$ cat src/design/msx_pkg.sv
// Shared types and constants for the MIDI sysex parameter message framer.
// No dependencies; used by the framer top level.
package msx_pkg;

  typedef enum logic [1:0] {
    CMD_WRITE_HEADER  = 2'd0,
    CMD_WRITE_BYTE    = 2'd1,
    CMD_READ_REQUEST  = 2'd2,
    CMD_WRITE_CLOSE   = 2'd3
  } cmd_t;

  localparam logic [1:0] REG_DEVICE_ID = 2'd0;
  localparam logic [1:0] REG_MODEL_ID  = 2'd1;

  localparam logic [6:0]  DEVICE_ID_RESET = 7'd16;
  localparam logic [15:0] MODEL_ID_RESET  = 16'd107;

  localparam logic [7:0] SYX_START = 8'hF0;
  localparam logic [7:0] SYX_END   = 8'hF7;
  localparam logic [7:0] MAKER_ID  = 8'h41;
  localparam logic [7:0] CMD_DT1   = 8'h12;
  localparam logic [7:0] CMD_RQ1   = 8'h11;

  localparam logic [3:0] HDR_LAST_IDX   = 4'd9;
  localparam logic [3:0] RQ_LAST_IDX    = 4'd15;
  localparam logic [3:0] BYTE_LAST_IDX  = 4'd0;
  localparam logic [3:0] TAIL_LAST_IDX  = 4'd2;
  localparam logic [3:0] CLOSE_LAST_IDX = 4'd1;

endpackage

$ cat src/design/midi_sysex_param_message_framer.sv
// Top level of the MIDI sysex parameter message framer.
// Depends on msx_pkg for command codes, register indexes and byte constants.
//
// Usage: each beat on the s_ channel carries one command (write header, write
// byte, read request, write close). The block turns it into a run of output
// bytes on the m_ channel, one byte per beat, with m_tlast marking the final
// byte of the run. A write byte or write close with no write frame open is
// taken and produces no bytes. The cfg channel writes device_id (index 0) and
// model_id (index 1); it is always ready and is meant to be used while idle.
// The command beat is registered into the serializer, and the first byte of its
// run then moves into the output register. The block puts out one byte per cycle
// while the receiver does not stall; a run has 10 bytes for a header, 16 for a
// read request, 1 or 3 for a write byte and 2 for a close, and an ignored command
// is simply taken. The next command is taken in the cycle its predecessor's last
// byte moves into the output register, so runs follow back to back.
// Reset clears the open frame, the running checksum, any run in progress and
// the output register, and restores the register defaults. When the receiver
// stalls, the output beat holds and the serializer waits, which in turn holds
// off s_tready while a run is in progress.
module midi_sysex_param_message_framer (
  input  logic        clk,
  input  logic        rst,
  input  logic        s_tvalid,
  output logic        s_tready,
  // Fields from bit 0: command[1:0], address[33:2], data_byte[41:34],
  // request_size[73:42], zero pad[79:74].
  input  logic [79:0] s_tdata,
  // last_byte.
  input  logic        s_tlast,
  output logic        m_tvalid,
  input  logic        m_tready,
  // Fields from bit 0: out_byte[7:0].
  output logic [7:0]  m_tdata,
  // run_end.
  output logic        m_tlast,
  input  logic        cfg_valid,
  output logic        cfg_ready,
  input  logic [1:0]  cfg_index,
  input  logic [15:0] cfg_data
);

  logic [6:0]  device_id;
  logic [15:0] model_id;
  logic [6:0]  running_sum;
  logic        frame_open;

  logic                cur_valid;
  msx_pkg::cmd_t       cur_cmd;
  logic [31:0]         cur_address;
  logic [7:0]          cur_data;
  logic [31:0]         cur_size;
  logic [6:0]          cur_cks;
  logic [3:0]          idx;
  logic [3:0]          last_idx;

  logic        out_valid;
  logic [7:0]  out_byte;
  logic        out_last;

  msx_pkg::cmd_t in_cmd;
  logic [31:0]   in_address;
  logic [7:0]    in_data;
  logic [31:0]   in_size;
  logic          in_fire;
  logic          in_load;
  logic          adv;
  logic          run_done;
  logic [7:0]    next_byte;

  logic [10:0] base_sum;
  logic [10:0] size_sum;
  logic [6:0]  hdr_sum;
  logic [6:0]  rq_sum;
  logic [6:0]  byte_sum;

  assign cfg_ready = 1'b1;

  assign in_cmd     = msx_pkg::cmd_t'(s_tdata[1:0]);
  assign in_address = s_tdata[33:2];
  assign in_data    = s_tdata[41:34];
  assign in_size    = s_tdata[73:42];

  assign adv      = cur_valid && (!out_valid || m_tready);
  assign run_done = adv && (idx == last_idx);
  assign s_tready = !cur_valid || run_done;
  assign in_fire  = s_tvalid && s_tready;
  assign in_load  = in_fire && ((in_cmd == msx_pkg::CMD_WRITE_HEADER) ||
                                (in_cmd == msx_pkg::CMD_READ_REQUEST) || frame_open);

  assign base_sum = {4'd0, device_id} + {4'd0, model_id[14:8]} + {4'd0, model_id[6:0]} +
                    {4'd0, in_address[30:24]} + {4'd0, in_address[22:16]} +
                    {4'd0, in_address[14:8]} + {4'd0, in_address[6:0]};
  assign size_sum = {4'd0, in_size[30:24]} + {4'd0, in_size[22:16]} +
                    {4'd0, in_size[14:8]} + {4'd0, in_size[6:0]};
  assign hdr_sum  = base_sum[6:0] + msx_pkg::CMD_DT1[6:0];
  assign rq_sum   = base_sum[6:0] + msx_pkg::CMD_RQ1[6:0] + size_sum[6:0];
  assign byte_sum = running_sum + in_data[6:0];

  always_comb begin
    next_byte = msx_pkg::SYX_END;
    case (cur_cmd)
      msx_pkg::CMD_WRITE_HEADER, msx_pkg::CMD_READ_REQUEST: begin
        case (idx)
          4'd0:    next_byte = msx_pkg::SYX_START;
          4'd1:    next_byte = msx_pkg::MAKER_ID;
          4'd2:    next_byte = {1'b0, device_id};
          4'd3:    next_byte = model_id[15:8];
          4'd4:    next_byte = model_id[7:0];
          4'd5:    next_byte = (cur_cmd == msx_pkg::CMD_WRITE_HEADER) ?
                               msx_pkg::CMD_DT1 : msx_pkg::CMD_RQ1;
          4'd6:    next_byte = cur_address[31:24];
          4'd7:    next_byte = cur_address[23:16];
          4'd8:    next_byte = cur_address[15:8];
          4'd9:    next_byte = cur_address[7:0];
          4'd10:   next_byte = cur_size[31:24];
          4'd11:   next_byte = cur_size[23:16];
          4'd12:   next_byte = cur_size[15:8];
          4'd13:   next_byte = cur_size[7:0];
          4'd14:   next_byte = {1'b0, cur_cks};
          default: next_byte = msx_pkg::SYX_END;
        endcase
      end
      msx_pkg::CMD_WRITE_BYTE: begin
        case (idx)
          4'd0:    next_byte = cur_data;
          4'd1:    next_byte = {1'b0, cur_cks};
          default: next_byte = msx_pkg::SYX_END;
        endcase
      end
      default: begin
        next_byte = (idx == 4'd0) ? {1'b0, cur_cks} : msx_pkg::SYX_END;
      end
    endcase
  end

  always_ff @(posedge clk) begin
    if (rst) begin
      device_id <= msx_pkg::DEVICE_ID_RESET;
      model_id  <= msx_pkg::MODEL_ID_RESET;
    end else if (cfg_valid) begin
      case (cfg_index)
        msx_pkg::REG_DEVICE_ID: device_id <= cfg_data[6:0];
        msx_pkg::REG_MODEL_ID:  model_id  <= cfg_data;
        default: ;
      endcase
    end
  end

  always_ff @(posedge clk) begin
    if (rst) begin
      running_sum <= 7'd0;
      frame_open  <= 1'b0;
      cur_valid   <= 1'b0;
      idx         <= 4'd0;
      last_idx    <= 4'd0;
      cur_cmd     <= msx_pkg::CMD_WRITE_HEADER;
    end else begin
      if (in_load) begin
        cur_valid <= 1'b1;
        idx       <= 4'd0;
        cur_cmd   <= in_cmd;
        case (in_cmd)
          msx_pkg::CMD_WRITE_HEADER: begin
            running_sum <= hdr_sum;
            frame_open  <= 1'b1;
            last_idx    <= msx_pkg::HDR_LAST_IDX;
          end
          msx_pkg::CMD_WRITE_BYTE: begin
            if (s_tlast) begin
              running_sum <= 7'd0;
              frame_open  <= 1'b0;
              last_idx    <= msx_pkg::TAIL_LAST_IDX;
            end else begin
              running_sum <= byte_sum;
              last_idx    <= msx_pkg::BYTE_LAST_IDX;
            end
          end
          msx_pkg::CMD_READ_REQUEST: begin
            last_idx <= msx_pkg::RQ_LAST_IDX;
          end
          default: begin
            running_sum <= 7'd0;
            frame_open  <= 1'b0;
            last_idx    <= msx_pkg::CLOSE_LAST_IDX;
          end
        endcase
      end else if (run_done) begin
        cur_valid <= 1'b0;
      end else if (adv) begin
        idx <= idx + 4'd1;
      end
    end
  end

  always_ff @(posedge clk) begin
    if (in_load) begin
      cur_address <= in_address;
      cur_data    <= in_data;
      cur_size    <= in_size;
      case (in_cmd)
        msx_pkg::CMD_WRITE_BYTE:   cur_cks <= 7'd0 - byte_sum;
        msx_pkg::CMD_READ_REQUEST: cur_cks <= 7'd0 - rq_sum;
        default:                   cur_cks <= 7'd0 - running_sum;
      endcase
    end
  end

  always_ff @(posedge clk) begin
    if (rst) begin
      out_valid <= 1'b0;
    end else if (adv) begin
      out_valid <= 1'b1;
    end else if (m_tready) begin
      out_valid <= 1'b0;
    end
  end

  always_ff @(posedge clk) begin
    if (adv) begin
      out_byte <= next_byte;
      out_last <= (idx == last_idx);
    end
  end

  assign m_tvalid = out_valid;
  assign m_tdata  = out_byte;
  assign m_tlast  = out_last;

endmodule

$ cat config.mk
export PLATFORM = sky130hd
export DESIGN_NAME = midi_sysex_param_message_framer
export DESIGN_NICKNAME = d
export VERILOG_FILES = /design/src/design/msx_pkg.sv /design/src/design/midi_sysex_param_message_framer.sv
export SDC_FILE = /design/constraint.sdc
export NUM_CORES = 1
export LEC_CHECK = 0
export ABC_CLOCK_PERIOD_IN_PS = 21200
export BUFFER_PORTS_ARGS = -buffer_cell sky130_fd_sc_hd__buf_2
export CAP_MARGIN = 30
export CORE_MARGIN = 2
export CORE_UTILIZATION = 45
export CTS_BUF_LIST = sky130_fd_sc_hd__clkbuf_2
export CTS_CLUSTER_SIZE = 12
export DETAILED_ROUTE_END_ITERATION = 8
export GPL_ROUTABILITY_DRIVEN = 0
export GPL_TIMING_DRIVEN = 1
export PLACE_DENSITY = 0.68
export RECOVER_POWER = 25
export SYNTH_ARGS = -nofsm -noshare
export SYNTH_HDL_FRONTEND = slang
export SYNTH_SLANG_ARGS = --single-unit
$ cat constraint.sdc
create_clock -name clk -period 21.2 [get_ports clk]
set_input_delay 3.18 -clock clk [delete_from_list [all_inputs] [get_ports clk]]
set_output_delay 3.18 -clock clk [all_outputs]
set_load 0.03 [all_outputs]
==> results of run 1 <==
==> kinds of logic (layout without fill, tap and decap cells) <==
group | count (synthesis) | in the layout | synth area share, %
AOI/OAI and AO/OA | 171 | 171 | 14.76
xor gates and xnor gates | 46 | 46 | 5.536
adders and majority gates | 76 | 76 | 16.29
buffers and inverters | 144 | 252 | 7.007
DFF | 131 | 131 | 44.29
muxes | 18 | 18 | 2.483
other | 1 | 2 | 0.04741
and+or+nand+nor | 156 | 156 | 9.586
==> per-layer routing <==
metal,global-route usage (%),wire length (um)
met2,36.28,9405
met3,4.370,1306
met4,5.903,248
met5,0,0
met1,28.77,8136
==> final cells by class <==
cell class              instances  area share [%]
inverters                     103           4.359
multi-input cells             468           43.52
clock inverters                13           2.074
diodes                          1         0.02822
well taps                     225           3.174
flip-flops and latches        131           39.50
repair buffers                117           6.264
clock buffers                  19           1.072
==> power groups by stage <==
stage	registers (mW)	logic, mW	clock network (mW)
after CTS	0.312	0.575	0.179
after floorplan	0.315	0.437	0
after detailed placement	0.318	0.570	0
after global placement	0.318	0.554	0
after global routing	0.315	0.641	0.189
final	0.313	0.569	0.175
==> stage by stage <==
| stage | instance area, sq um | utilization (%) | power (mW) |
|---|---|---|---|
| floorplan | 7910 | - | 0.7522 |
| global placement | 8640 | 50.12 | 0.8720 |
| detailed placement | 8640 | 50.12 | 0.8883 |
| CTS | 8919 | 51.74 | 1.066 |
| global route | 8869 | 51.45 | 1.145 |
| finish | 8869 | 51.45 | 1.057 |
==> state kept, by name, summed over array words and instances, names as in the netlist <==
name and count:
model_id 16, running_sum 7, idx 4, m_tdata 8
cur_data 8, frame_open 1, m_tlast 1, cur_valid 1
last_idx 4, cur_address 32, m_tvalid 1, cur_cks 7
cur_size 32, cur_cmd 2, device_id 7
==> cells in the final DEF (no fill, tap or decap), drive strengths merged, types with 15 or more instances in the layout <==
cell type / synthesis / routed
o21ai: 22 / 22
mux2i: 15 / 15
ha: 31 / 31
fa: 45 / 45
dfxtp: 43 / 43
edfxtp: 88 / 88
buf: 8 / 75
a221oi: 16 / 16
clkbuf: 33 / 61
nor2: 44 / 44
xnor2: 37 / 37
nand2: 53 / 53
inv: 103 / 104
a21oi: 50 / 50
a22oi: 20 / 20
==> worst min-delay path, stage by stage (launching register included) <==
cell and delay, ns:
dfxtp_1 0.35, nand2_1 0.05, a21oi_1 0.05
==> worst max path at each step <==
stage / slack, ns / cells after the start / from / endpoint
global placement: 11.62 / 24 / s_tdata[28] / cur_cks[6]
global route: 12.04 / 26 / s_tdata[29] / cur_cks[6]
detailed placement: 11.56 / 26 / s_tdata[29] / cur_cks[6]
CTS: 12.32 / 24 / s_tdata[28] / cur_cks[6]
finish: 12.30 / 24 / s_tdata[28] / cur_cks[6]
floorplan: 12.10 / 25 / s_tdata[29] / cur_cks[6]
==> out/qor.yml, run 1 <==
ys_warn_count: 0
fmax_ghz: 0.1123
fin_cells: 1077
grt_pass1_vias: 5708
postLayoutSetupSlackWorst_ns: 12.30
ys_seq_area_share_pct: 44.29
yosys-top-cells-area: "edfxtp_1 33%, fa_1 11%, dfxtp_1 11%"
peakVddDrop_mv: 0.1193
ys_async_sr_fraction_pct: 0
worst_setup_path_start_kind: "primary input"
r2r_end: "cur_cks[6]"
setup-violations-final: 0
routed_wirelength_mm: 19.10
crit_type: "in -> reg"
syn_area_sq_um: 7910
syn-instance-count: 743
synth.distinct_cells: 66
h-tree-depth: 4
grt_max_degree: 66
synth-seq-cells: 131
synth_common_cells: "101 x inv_1, 88 x edfxtp_1, 53 x nand2_1"
hold_viol_final: 0
min_to: "model_id[15]"
core_area_sq_um: 17240
syn_area_per_cell_sq_um: 10.65
crit_chain: "buf_2, inv_1, fa_1, inv_1, fa_1, fa_1, fa_1, ha_1, a21o_1, a211oi_1, nor2_1, inv_1, fa_1, inv_1, fa_1, fa_1, inv_1, ha_1, a21o_1, a21oi_1, xnor2_1, xnor2_1, o21ai_1, a21o_1"
p_per_area_nw_per_um2: 119.2
finalClockSkew_ns: 0.02121
cts.sinks: 131
grt-ovfl-total: 0
worstMarginPinSlew_ns: 1.012
critPathBufInv: 6
post_drt_wl_per_cell_um: 17.73
crit_slowest_cell: "fa_1"
synth.top_cell.area_share_pct: 33.41
syn_nets: 923
hold_path_class: "reg -> reg"
outcome: "finished, final reports clean"
via_per_inst: 5.399
initial_core_util_pct: 45.89
cp.arrival_ns: 9.41
slew_headroom_pct: 32.41
crit_top_cell: "fa_1"
seq_power_share_pct: 29.6
syn_to_final_growth_pct: 12.12
dieArea_sq_um: 18650
post-place-ws_ns: 11.56
cap_violations: 0
finalSetupTns_ns: 0
worstHoldPathCells: 2
grt_setup_unrepaired: "no"
multi_input_area_sq_um: 3860
drive_gt1_share_pct: 14.10
die_h_um: 136.6
clkSlewWorstSetupHoldPaths_ns: 0.18
fin_crit_ns: 8.904
worstPathMaxFanout: 3
placedCellCount: 1044
yosys.area.top_type: "edfxtp_1"
chipWidth_um: 136.6
hp-start: "model_id[15]"
crit_path_end_kind: "flop"
port_buffers: 108
firstDrtPassIters: 5
slew_viol_final: 0
cts_buffers: 17
drtIter0Drc: 431
path_delay_family: "adder cells"
clock_path_buffers: 2
seq_area_sq_um: 3503
post_cts_resize_count: 0
grt_pass1_wl_mm: 30.17
ys.flop_type: "edfxtp_1"
ctsHoldBuffers: 0
cts_setup_buffers: 0
remaining_drc_errors: 0
cpPeakStageDelay_ns: 0.55
required_ns: 21.71
synth_most_common_cell: "inv_1"
switchingPower_uw: 421.3
r2r-start: "device_id[2]"
nFillCells: 1614
p_comb_share_pct: 53.8
swShare_pct: 39.85
drt.antenna.violating_nets: 0
cts_tree: "yes"
leakagePower_nw: 3.639
intPower_uw: 635.9
num_io_pins: 116
row_count: 48
hold_ws_ns: 0.4759
period_share_pct: 42.00
cts_root_buf: "clkbuf_2"
rr_worst_depth: 23
dp_hpwl_mm: 13.97
vias: 5815
clk_latency_ns: 0.74
pwr-share-clk_pct: 16.6
rrSetupSlack_ns: 14.44
synth_edf_count: 88
final_nets: 1018
grt_util_all_layers_pct: 21.70
antenna_found_initial: 1
No activity file was read; power rests on OpenSTA's default activity.
==> inputs of run 2 (changes only) <==
ABC_AREA = 1   (was unset)
ABC_CLOCK_PERIOD_IN_PS = 9120   (was 21200)
clock period = 9.12 ns   (was 21.2 ns; I/O delays follow)
==> out/qor.yml, run 2 <==
synth_simple_gate_area_share_pct: 16.95  # was 9.586%
ys.flop_type: "edfxtp_1"  # unchanged
p_comb_share_pct: 55.1  # was 53.8%
intPower_mw: 1.468  # was 635.9 uW
core_area_sq_um: 17300  # was 17240 sq um
synth-compound-area-share_pct: 10.80  # was 14.76%
grt_pass1_vias: 6351  # was 5708
syn_to_final_growth_pct: 12.99  # was 12.12%
post_drt_wl_per_cell_um: 16.69  # was 17.73 um
cts_buffers: 17  # unchanged
h-tree-depth: 4  # unchanged
port_buffers: 108  # unchanged
ys_seq_area_share_pct: 44.14  # was 44.29%
dp_hpwl_mm: 15.69  # was 13.97 mm
muxShareOfSynthArea_pct: 0  # was 2.483%
cts.sinks: 131  # unchanged
finalClockSkew_ns: 0.04213  # was 0.02121 ns
switchingPower_mw: 1.081  # was 421.3 uW
hold_path_class: "reg -> reg"  # unchanged
crit_path_end_kind: "flop"  # unchanged
grt_util_all_layers_pct: 23.30  # was 21.70%
ctsHoldBuffers: 0  # unchanged
yosys-top-cells-area: "edfxtp_1 33%, fa_1 11%, dfxtp_1 11%"  # unchanged
path_delay_family: "adder cells"  # unchanged
seq_area_sq_um: 3503  # unchanged
synth-seq-cells: 131  # unchanged
slew_viol_final: 0  # unchanged
peakVddDrop_mv: 0.2498  # was 0.1193 mV
grt-ovfl-total: 0  # unchanged
hold_viol_final: 0  # unchanged
seq_power_share_pct: 28.0  # was 29.6%
row_count: 48  # unchanged
synth_top_family_by_area: "simple AND/OR/NAND/NOR gates"  # was adder cells
num_io_pins: 116  # unchanged
synth.top_cell.area_share_pct: 33.29  # was 33.41%
leakagePower_nw: 4.057  # was 3.639 nW
syn_area_per_cell_sq_um: 9.145  # was 10.65 sq um
cts_root_buf: "clkbuf_2"  # unchanged
worstPathMaxFanout: 4  # was 3
drtIter0Drc: 645  # was 431
syn_area_sq_um: 7938  # was 7910 sq um
cpPeakStageDelay_ns: 0.55  # about the same
ys_async_sr_fraction_pct: 0  # unchanged
vias: 6410  # was 5815
largestRegisters: "cur_address (32), cur_size (32), model_id (16)"  # unchanged
multi_input_area_sq_um: 3740  # was 3860 sq um
crit_slowest_cell: "fa_1"  # unchanged
drive_gt1_share_pct: 12.12  # was 14.10%
synth.distinct_cells: 48  # was 66
fin_total_pwr_mw: 2.549  # was 1.057 mW
antenna_found_initial: 1  # unchanged
final_common_cell: "nand2_1"  # was inv_1
clk_latency_ns: 0.76  # was 0.74 ns
swShare_pct: 42.41  # was 39.85%
crit_type: "in -> reg"  # unchanged
layout_common_cells: "185 x nand2_1, 162 x inv_1, 88 x edfxtp_1"  # was 101 x inv_1, 88 x edfxtp_1, 66 x buf_2
via_per_inst: 5.237  # was 5.399
outcome: "finished, final reports clean"  # unchanged
cts_tree: "yes"  # unchanged
drt.antenna.violating_nets: 0  # unchanged
worst_setup_path_start_kind: "primary input"  # unchanged
fin_crit_ns: 7.308
worstMarginPinSlew_ns: 1.027  # was 1.012 ns
ys_warn_count: 0  # unchanged
synthAdderAreaFrac_pct: 16.24  # was 16.29%
fmax_ghz: 0.1368
required_ns: 9.64  # was 21.71 ns
chipWidth_um: 136.8  # was 136.6 um
yosys.area.top_type: "edfxtp_1"  # unchanged
finalSetupTns_ns: 0  # unchanged
clock_path_buffers: 2  # unchanged
clkSlewWorstSetupHoldPaths_ns: 0.20  # was 0.18 ns
cap_violations: 0  # unchanged
slew_headroom_pct: 31.26  # was 32.41%
die_h_um: 136.8  # was 136.6 um
initial_core_util_pct: 45.89  # about the same
synth_common_cells: "185 x nand2_1, 162 x inv_1, 88 x edfxtp_1"  # was 101 x inv_1, 88 x edfxtp_1, 53 x nand2_1
grt_pass1_wl_mm: 32.33  # was 30.17 mm
cp.arrival_ns: 7.82  # was 9.41 ns
firstDrtPassIters: 5  # unchanged
syn-instance-count: 868  # was 743
pwr-share-clk_pct: 16.9  # was 16.6%
synth_edf_count: 88  # unchanged
routed_wirelength_mm: 20.42  # was 19.10 mm
synth_most_common_cell: "nand2_1"  # was inv_1
final_nets: 1165  # was 1018
crit_top_cell: "fa_1"  # unchanged
cts_setup_buffers: 0  # unchanged
dieArea_sq_um: 18720  # was 18650 sq um
p_per_area_nw_per_um2: 284.2  # was 119.2 nW/um^2
setup-violations-final: 0  # unchanged
period_share_pct: 80.13
grt_max_degree: 63  # was 66
post_cts_resize_count: 0  # unchanged
nFillCells: 1678  # was 1614
synth-xor-area-share_pct: 3.090  # was 5.536%
remaining_drc_errors: 0  # unchanged
syn_nets: 1048  # was 923
grt_setup_unrepaired: "no"  # unchanged
critPathBufInv: 6  # unchanged
-- run 2: cell count changes after synthesis, sizes merged, moves of 15 or more --
cell and delta:
a21oi -19, xnor2 -28, clkbuf -26, nand2 +136, nand3 +42, inv +64, mux2i -15, o21ai +38
-- run 2: worst register-to-register path: cells and delay by family, from the launching register on --
family                   cells  cell delay (ns)
XOR/XNOR                     3             0.93
adder cells (fa/ha/maj)      9             4.27
AO/OA/AOI/OAI                5             0.58
buffers and inverters        5             0.35
flip-flops                   1             0.37
AND/OR/NAND/NOR              2             0.15
-- run 2: power by group through the flow --
stage	clock network, mW	logic (mW)	registers, mW
2_1_floorplan	0	1.09	0.724
3_3_place_gp	0	1.37	0.727
3_5_place_dp	0	1.40	0.727
4_1_cts	0.434	1.41	0.714
5_1_grt	0.464	1.65	0.719
6_report	0.430	1.40	0.714
-- run 2: final timing paths --
check | from | to | slack [ns] | cells after the start
setup / recovery | s_tdata[3] | cur_cks[6] | 1.81 | 26
hold / removal | running_sum[5] | running_sum[5] | 0.48 | 2
setup reg to reg | device_id[2] | cur_cks[6] | 2.21 | 24
hold reg to reg | running_sum[5] | running_sum[5] | 0.48 | 2
-- run 2: layout make-up --
type | count | share of cell area, %
flip-flops and latches | 131 | 39.06
inverters | 168 | 7.059
clock inverters | 15 | 2.260
well taps | 225 | 3.139
multi-input cells | 557 | 41.70
repair buffers | 110 | 5.804
clock buffers | 17 | 0.9487
diodes | 1 | 0.02790
-- run 2: per-stage QoR --
stage / setup slack (ns) / std cells / hold WS (ns) / utilization (%) / instance area [sq um]
CTS: 1.922 / 1222 / 0.4843 / 52.11 / 9014
global route: 1.543 / 1224 / 0.5065 / 51.85 / 8969
global placement: 1.133 / 1189 / 0.4618 / 50.29 / 8698
floorplan: 1.816 / 868 / 0.4386 / - / 7938
detailed placement: 1.084 / 1190 / 0.4618 / 50.45 / 8726
finish: 1.812 / 1224 / 0.4846 / 51.85 / 8969
-- run 2: kinds of logic after synthesis --
group / Yosys count
DFF: 131
and+or+nand+nor: 314
xor gates and xnor gates: 28
other: 1
adders and majority gates: 76
buffers and inverters: 180
AOI/OAI and AO/OA: 138
-- run 2: layer usage --
metal	track usage [%]	wire length [um]	vias up
met5	0	0	-
met4	8.190	388	0
met3	5.667	1516	25
met2	37.19	9522	232
met1	31.06	8997	3072
li1	-	-	3081
==> inputs of run 3 (changes only) <==
ABC_CLOCK_PERIOD_IN_PS = 6900   (was 9120)
clock period = 6.9 ns   (was 9.12 ns; I/O delays follow)
==> out/qor.yml, run 3 (synthesis results as in run 2) <==
drive_gt1_share_pct: 14.95  # was 12.12%
h-tree-depth: 4  # unchanged
cp.arrival_ns: 7.09  # was 7.82 ns
grt_max_degree: 64  # was 63
crit_top_cell: "fa_1"  # unchanged
grt_util_all_layers_pct: 23.15  # was 23.30%
routed_wirelength_mm: 20.31  # was 20.42 mm
r2r-start: "device_id[2]"  # unchanged
post-place-ws_ns: -0.4011  # was 1.084 ns
crit_type: "in -> reg"  # unchanged
crit_path_end_kind: "flop"  # unchanged
via_per_inst: 5.122  # was 5.237
setup-violations-final: 0  # unchanged
grt_pass1_wl_mm: 31.97  # was 32.33 mm
switchingPower_mw: 1.463  # was 1.081 mW
ctsHoldBuffers: 0  # unchanged
cts_setup_buffers: 0  # unchanged
antenna_found_initial: 1  # unchanged
slew_viol_final: 0  # unchanged
period_share_pct: 95.25
largestRegisters: "cur_address (32), cur_size (32), model_id (16)"  # unchanged
grt-ovfl-total: 0  # unchanged
chipWidth_um: 136.8  # unchanged
remaining_drc_errors: 0  # unchanged
hold_viol_final: 0  # unchanged
final_nets: 1197  # was 1165
core_area_sq_um: 17300  # unchanged
post_drt_wl_per_cell_um: 16.17  # was 16.69 um
worstPathMaxFanout: 3  # was 4
cpPeakStageDelay_ns: 0.55  # about the same
initial_core_util_pct: 45.89  # unchanged
layout_common_cells: "185 x nand2_1, 162 x inv_1, 88 x edfxtp_1"  # unchanged
clock_path_buffers: 2  # unchanged
drtIter0Drc: 549  # was 645
fin_crit_ns: 6.573
grt_setup_unrepaired: "no"  # unchanged
rrSetupSlack_ns: 0.42  # was 2.21 ns
nFillCells: 1607  # was 1678
rr_worst_depth: 24  # unchanged
finalClockSkew_ns: 0.03390  # was 0.04213 ns
hp-start: "s_tdata[53]"  # was running_sum[5]
leakagePower_nw: 4.166  # was 4.057 nW
postLayoutSetupSlackWorst_ns: 0.3274  # was 1.812 ns
peakVddDrop_mv: 0.4865  # was 0.2498 mV
dieArea_sq_um: 18720  # unchanged
finalSetupTns_ns: 0  # unchanged
swShare_pct: 40.80  # was 42.41%
cts_root_buf: "clkbuf_2"  # unchanged
clk_latency_ns: 0.73  # was 0.76 ns
path_delay_family: "adder cells"  # unchanged
outcome: "finished, final reports clean"  # unchanged
final_common_cell: "nand2_1"  # unchanged
slew_headroom_pct: 36.54  # was 31.26%
row_count: 48  # unchanged
vias: 6433  # was 6410
worstHoldPathCells: 1  # was 2
num_io_pins: 116  # unchanged
die_h_um: 136.8  # unchanged
critPathBufInv: 6  # unchanged
pwr-share-clk_pct: 12.9  # was 16.9%
crit_start: "s_tdata[27]"  # was s_tdata[3]
cts.sinks: 131  # unchanged
syn_to_final_growth_pct: 15.45  # was 12.99%
post_cts_resize_count: 0  # unchanged
cap_violations: 0  # unchanged
dp_hpwl_mm: 15.80  # was 15.69 mm
required_ns: 7.42  # was 9.64 ns
placedCellCount: 1221  # was 1190
port_buffers: 108  # unchanged
p_comb_share_pct: 60.8  # was 55.1%
hold_path_class: "in -> reg"  # was reg -> reg
crit_cells: 26  # unchanged
grt_pass1_vias: 6180  # was 6351
crit_slowest_cell: "fa_1"  # unchanged
fin_cells: 1256  # was 1224
p_per_area_nw_per_um2: 391.3  # was 284.2 nW/um^2
intPower_mw: 2.123  # was 1.468 mW
clkSlewWorstSetupHoldPaths_ns: 0.20  # about the same
drt.antenna.violating_nets: 0  # unchanged
worstMarginPinSlew_ns: 0.9508  # was 1.027 ns
fin_area_sq_um: 9164  # was 8969 sq um
cts_tree: "yes"  # unchanged
worst_setup_path_start_kind: "primary input"  # unchanged
cts_buffers: 17  # unchanged
place_area_sq_um: 8976  # was 8726 sq um
fmax_ghz: 0.1521
firstDrtPassIters: 6  # was 5
seq_power_share_pct: 26.3  # was 28.0%
## run 3: area by class of cell
| cell class | instances | area [sq um] | share of cell area, % |
|---|---|---|---|
| Multi-Input combinational cell | 557 | 3757 | 41.00 |
| Timing Repair Buffer | 142 | 760.7 | 8.301 |
| Clock buffer | 17 | 85.08 | 0.9285 |
| Antenna cell | 1 | 2.502 | 0.02731 |
| Inverter | 168 | 633.1 | 6.909 |
| Sequential cell | 131 | 3503 | 38.23 |
| Clock inverter | 15 | 140.1 | 1.529 |
| Tap cell | 225 | 281.5 | 3.072 |
## run 3: through the flow
stage	util, %	hold WS, ns	total power, mW
after floorplan	-	0.4386	2.409
after global placement	51.74	0.4598	3.102
after detailed placement	51.90	0.4656	3.147
after CTS	53.20	0.4473	3.615
after global routing	52.98	0.4176	3.969
final	52.98	0.4836	3.586
## run 3: metal layers
| layer | GRT usage [%] | wire [um] | up-vias |
|---|---|---|---|
| met5 | 0 | 0 | - |
| met4 | 7.331 | 381 | 0 |
| met3 | 4.741 | 1390 | 23 |
| met2 | 37.22 | 9405 | 223 |
| met1 | 31.56 | 9130 | 3042 |
| li1 | - | - | 3145 |
## run 3: power groups by stage
stage	combinational [mW]	clock (mW)	sequential, mW
3_3_place_gp	2.14	0	0.961
3_5_place_dp	2.19	0	0.961
5_1_grt	2.52	0.503	0.950
6_report	2.18	0.461	0.944
2_1_floorplan	1.45	0	0.957
4_1_cts	2.20	0.469	0.944
## run 3: path summary, 6_finish.rpt
path,endpoint
setup / recovery,cur_cks[6]
hold / removal,cur_size[11]
hold reg to reg,running_sum[3]
setup reg to reg,cur_cks[6]
